`config.mk`:
```
export PLATFORM = sky130hd
export DESIGN_NAME = imh_pos_map
export DESIGN_NICKNAME = d
export VERILOG_FILES = /design/src/rtl/imh_pkg.sv /design/src/rtl/imh_pos_map.sv
export SDC_FILE = /design/constraint.sdc
export NUM_CORES = 2
export LEC_CHECK = 0
export BUFFER_PORTS_ARGS = -buffer_cell sky130_fd_sc_hd__buf_2
export CORE_MARGIN = 8
export CORE_UTILIZATION = 55
export CTS_BUF_LIST = sky130_fd_sc_hd__clkbuf_2 sky130_fd_sc_hd__clkbuf_4 sky130_fd_sc_hd__clkbuf_8
export DETAILED_ROUTE_END_ITERATION = 12
export PLACE_DENSITY_LB_ADDON = 0.3
export SYNTH_ARGS = -nofsm -noshare
export SYNTH_HDL_FRONTEND = slang
export SYNTH_SLANG_ARGS = --single-unit
```
`constraint.sdc`:
```
create_clock -name i_clk -period 2.6 [get_ports i_clk]
set_clock_uncertainty 0.15 [all_clocks]
set_input_delay 0.13 -clock i_clk [delete_from_list [all_inputs] [get_ports i_clk]]
set_output_delay 0.13 -clock i_clk [all_outputs]
set_load 0.03 [all_outputs]
```
`src/rtl/imh_pkg.sv`:
```
package imh_pkg;

    localparam int CAPACITY     = 256;
    localparam int VERTEX_COUNT = 256;
    localparam int DIST_WIDTH   = 32;
    localparam int VERT_WIDTH   = 8;
    localparam int ADDR_WIDTH   = $clog2(CAPACITY);
    localparam int POS_WIDTH    = $clog2(CAPACITY + 1);
    localparam int VADDR_WIDTH  = $clog2(VERTEX_COUNT);

    localparam logic [1:0] FUNC_PUSH = 2'd0;
    localparam logic [1:0] FUNC_POP  = 2'd1;
    localparam logic [1:0] FUNC_DEC  = 2'd2;
    localparam logic [1:0] FUNC_NOP  = 2'd3;

    localparam logic [2:0] ST_DONE        = 3'd0;
    localparam logic [2:0] ST_NOT_SMALLER = 3'd1;
    localparam logic [2:0] ST_FULL        = 3'd2;
    localparam logic [2:0] ST_EMPTY       = 3'd3;
    localparam logic [2:0] ST_ABSENT      = 3'd4;

    typedef struct packed {
        logic [1:0]            func;
        logic [VERT_WIDTH-1:0] vertex;
        logic [DIST_WIDTH-1:0] distance;
    } t_in;

    typedef struct packed {
        logic [2:0]            status;
        logic [VERT_WIDTH-1:0] top_vertex;
        logic [DIST_WIDTH-1:0] top_distance;
        logic                  is_empty;
        logic [POS_WIDTH-1:0]  entry_count;
    } t_out;

    typedef struct packed {
        logic [VERT_WIDTH-1:0] vert;
        logic [DIST_WIDTH-1:0] key;
    } t_ent;

    typedef struct packed {
        logic                  en;
        logic [ADDR_WIDTH-1:0] addr;
        t_ent                  data;
    } t_heap_wr;

    typedef struct packed {
        logic                   en;
        logic [VADDR_WIDTH-1:0] addr;
        logic [POS_WIDTH-1:0]   data;
    } t_map_wr;

endpackage

```
`src/rtl/imh_pos_map.sv`:
```
module imh_pos_map (
    input  logic                              i_clk,
    input  logic                              i_rst_n,
    input  imh_pkg::t_map_wr                  i_wr,
    input  logic [imh_pkg::VADDR_WIDTH-1:0]   i_raddr,
    output logic [imh_pkg::POS_WIDTH-1:0]     o_rdata
);
    import imh_pkg::*;

    logic [POS_WIDTH-1:0]    r_mem [VERTEX_COUNT];
    logic [VERTEX_COUNT-1:0] r_vld;
    logic [POS_WIDTH-1:0]    r_q;
    logic                    r_qv;

    always_ff @(posedge i_clk) begin
        if (i_wr.en) begin
            r_mem[i_wr.addr] <= i_wr.data;
        end
        r_q <= r_mem[i_raddr];
    end

    // an entry never written reads as absent
    always_ff @(posedge i_clk) begin
        if (!i_rst_n) begin
            r_vld <= '0;
            r_qv  <= 1'b0;
        end else begin
            if (i_wr.en) begin
                r_vld[i_wr.addr] <= 1'b1;
            end
            r_qv <= r_vld[i_raddr];
        end
    end

    assign o_rdata = r_qv ? r_q : '0;

endmodule

```
==> metrics.csv <==
stage,metric,value,unit
floorplan,initial_core_util,0.551,
worst_setup_path,worst-r2r-cell-count,5,
clocking,clkSlewWorstSetupHoldPaths,0.06,ns
detailed_routing,routedWlPerCell,30.2,um
sta,setup_viol,9,
detailed_routing,wl_met2,118000,um
detailed_routing,drtAntennaViolNets,0,
sta,setup_ws,-0.206,ns
power_and_ir_drop,p_int,65.6,mW
floorplan,io_pins,37,
synth,yosysTopAreaCell,edfxtp_1,
power_and_ir_drop,leakage,37.8,nW
clocking,tritoncts,done,
detailed_routing,drt_pass1_iterations,5,
detailed_routing,routedLengthMet1,94300,um
sta,finalCritPeriodShare,1.08,
power_and_ir_drop,powerDensity,724,mW/mm^2
worst_setup_path,cp.required,3.33,ns
power_and_ir_drop,clkPwrFrac,0.405,
synth,synth_common_cells,"edfxtp_1 (2304), mux4_2 (763), nor2_1 (271)",
synth,synth_xor_area_frac,0,
detailed_routing,vias,50726,
sta,rsz0062_at_grt,true,
global_route,grt_antenna_before_repair,10,
hold_path,hold_path.startpoint,i_wr[6],
synth,async_flop_share,0,
final_layout,syn2layout_area_growth,17.7,%
detailed_routing,drt_iter0_markers,6163,
synth,yosysUniqueCellTypes,43,
sta,relSlewSlack,0.0942,
floorplan,fp.dieW,438,um
place,port_buffers,36,
worst_setup_path,path_class,flop to flop,
clocking,clk_latency,1.09,ns
power_and_ir_drop,total_power,83.6,mW
synth,synth_top_area_frac,0.705,
worst_setup_path,end_kind,flop,
detailed_routing,remaining_drc_errors,0,
synth,synth_compound_area_frac,0.0316,
floorplan,fp.dieH,438,um
synth,muxShareOfSynthArea,0.180,
sta,hold_viol,0,
worst_setup_path,worstPathArrival,3.54,ns
detailed_routing,routed_wirelength,243000,um
power_and_ir_drop,swShare,0.215,
final_layout,nNetsFinal,5381,
run_status,outcome,finished with violations,
power_and_ir_drop,seqPwrFrac,0.540,
synth,syn_area,0.0981,mm^2
global_route,grt_pass1_wl,353000,um
synth,synth_top_family_by_area,multiplexers,
sta,finalMaxSlewViolations,0,
sta,min_period,2.81,ns
synth,synth-edff-count,2304,
detailed_routing,dr_wl_met3,21500,um
global_route,grt_use_total,0.251,
global_route,grt_overflow,0,
synth,yosysMostFrequentCell,edfxtp_1,
worst_setup_path,r2r_slack,-0.21,ns
worst_setup_path,path_max_fanout,1,
synth,postSynthAreaPerCell,21.9,um^2
final_layout,drive_above_1_share,0.386,
worst_setup_path,reg2reg_to,r_q[0],
detailed_routing,viasPerCell,6.31,
place,gp_congestion,0.870,
clocking,numCtsBuffers,409,
clocking,cts_htree_levels,5,
flow_run,maxCapViolations,0,
sta,fin_tns_setup,-1.16,ns
hold_path,min_to,r_mem[4][6],
place,hpwl,155000,um
clocking,clock-sinks,2570,
hold_path,hold_path_class,primary input to flop,
power_and_ir_drop,power.net_switching,17.9,mW
clocking,clockBufferDepth,4,
clocking,root_buffer,clkbuf_8,
hold_path,holdPathStages,3,
floorplan,std_cell_rows,155,
floorplan,dieArea,0.192,mm^2
global_route,grt_pass1_vias,50799,
power_and_ir_drop,p_comb_frac,0.056,
synth,synth_fa_ha_area_frac,0,
run_status,violations,negative setup slack,
synth,synthTopCellsByArea,"edfxtp_1 (71%), mux4_2 (18%), dfxtp_1 (5.4%), o21a_1 (2.0%), nor2_1 (1.0%)",
power_and_ir_drop,ir_drop,550,uV
synth,yosysSeqAreaShare,0.760,
global_route,grt_max_degree,133,
synth,synth-simple-area-share,0.0166,
clocking,cts_setup_buffers,0,
synth,ys_ff_latch,2570,
worst_setup_path,r2r_start,r_mem[2][0],
floorplan,core-area,0.178,mm^2
sta,fmax,0.356,GHz
sta,tightest_slew,1.35,ns
worst_setup_path,startpoint_type,flop,
synth,synth_fp_nets,4501,
detailed_routing,dr.max_layer_used,met5,
synth,synth_warnings,0,
synth,synth_ff_type,edfxtp_1,
final_layout,nFillCells,11352,
synth,syn_inst,4473,
==> metal layers <==
layer | global-route usage | up-vias
li1 | - | 20671
met1 | 0.350 | 26871
met2 | 0.404 | 2696
met3 | 0.0489 | 484
met4 | 0.0903 | 4
met5 | 0 | -
==> power groups by stage <==
stage	sequential (mW)	combinational, mW	clock [mW]
floorplan	46.0	2.25	0
global placement	46.0	4.41	0
CTS	45.1	4.66	34.4
global route	45.1	4.86	36.1
detailed placement	46.0	4.47	0
finish	45.1	4.66	33.8
==> sequential cells by signal, summed over array words and instances (netlist names) <==
signal / count
r_mem: 2304
r_vld: 256
r_q: 9
r_qv: 1
==> layout make-up <==
type	count	area (um^2)	area share
well taps	2355	2950	0.0255
inverters	6	27.5	0.000238
multi-input cells	1621	22700	0.196
clock buffers	597	7310	0.0633
clock inverters	137	787	0.00682
diodes	10	25.0	0.000217
flip-flops and latches	2570	74500	0.645
repair buffers	745	7200	0.0623
==> layout by cell type (no fill, tap or decap), types with 6 or more instances in the layout <==
| cell | Yosys | final |
|---|---|---|
| dlygate4sd3_1 | 0 | 48 |
| mux2i_1 | 38 | 38 |
| clkbuf_8 | 0 | 453 |
| o221ai_1 | 12 | 12 |
| or4_1 | 9 | 7 |
| clkbuf_4 | 0 | 145 |
| dfxtp_1 | 266 | 266 |
| buf_12 | 0 | 111 |
| a21oi_4 | 0 | 6 |
| nor3_1 | 7 | 7 |
| buf_4 | 13 | 545 |
| o21a_1 | 256 | 256 |
| a21oi_1 | 50 | 29 |
| a21oi_2 | 0 | 15 |
| a22oi_2 | 0 | 34 |
| and2_1 | 10 | 10 |
| clkinv_2 | 0 | 51 |
| buf_8 | 0 | 12 |
| a22oi_1 | 72 | 38 |
| clkinvlp_4 | 0 | 7 |
| mux4_2 | 763 | 763 |
| nand2_1 | 37 | 37 |
| diode_2 | 0 | 10 |
| nor2b_1 | 11 | 10 |
| o22ai_1 | 9 | 9 |
| buf_2 | 65 | 22 |
| nand4_1 | 8 | 8 |
| nor2_1 | 271 | 271 |
| clkinv_1 | 0 | 69 |
| bufinv_16 | 0 | 6 |
| nand3_1 | 25 | 25 |
| edfxtp_1 | 2304 | 2304 |
==> cell families after synthesis <==
| family | after synthesis |
|---|---|
| buf+inv | 282 |
| compound gates | 428 |
| flops | 2570 |
| simple gates | 387 |
| mux | 806 |
==> per-stage QoR <==
stage / setup slack, ns / instance area, um^2 / hold WS [ns] / instances / util
finish: -0.206 / 115000 / 0.0515 / 8041 / 0.649
global route: -0.212 / 115000 / 0.0334 / 8037 / 0.649
CTS: -0.186 / 115000 / 0.00364 / 8031 / 0.649
detailed placement: -0.871 / 106000 / 0.289 / 7243 / 0.598
global placement: -0.834 / 106000 / 0.290 / 7243 / 0.598
floorplan: -0.00805 / 98300 / 0.0789 / 4473 / -
==> repair_timing <==
| item | CTS | global route |
|---|---|---|
| hold endpoints to repair | 4492 | 0 |
| gates resized for setup | 50 | 17 |
| pin swaps | 12 | 16 |
| hold buffers | 54 | 0 |
| endpoints found under the setup margin | 9 | 9 |
==> worst max-delay path by stage <==
stage                             start     end  slack, ns  cells past startpoint
final                       r_mem[2][0]  r_q[0]      -0.21                      5
after global routing        r_mem[2][0]  r_q[0]      -0.21                      5
after CTS                 r_mem[159][0]  r_q[0]      -0.19                      6
after detailed placement     i_raddr[0]  r_q[3]      -0.87                     10
after global placement       i_raddr[0]  r_q[3]      -0.83                     10
after floorplan              i_raddr[0]  r_q[7]     -0.008                      8
==> worst max-delay path, cell delays in order, from the launching register on <==
cell      delay (ns)
edfxtp_1        0.37
mux4_2          0.52
mux4_2          0.53
a22oi_1         0.35
a21oi_1         0.16
or4_4           0.55
Power figures use the tool's default switching activity.
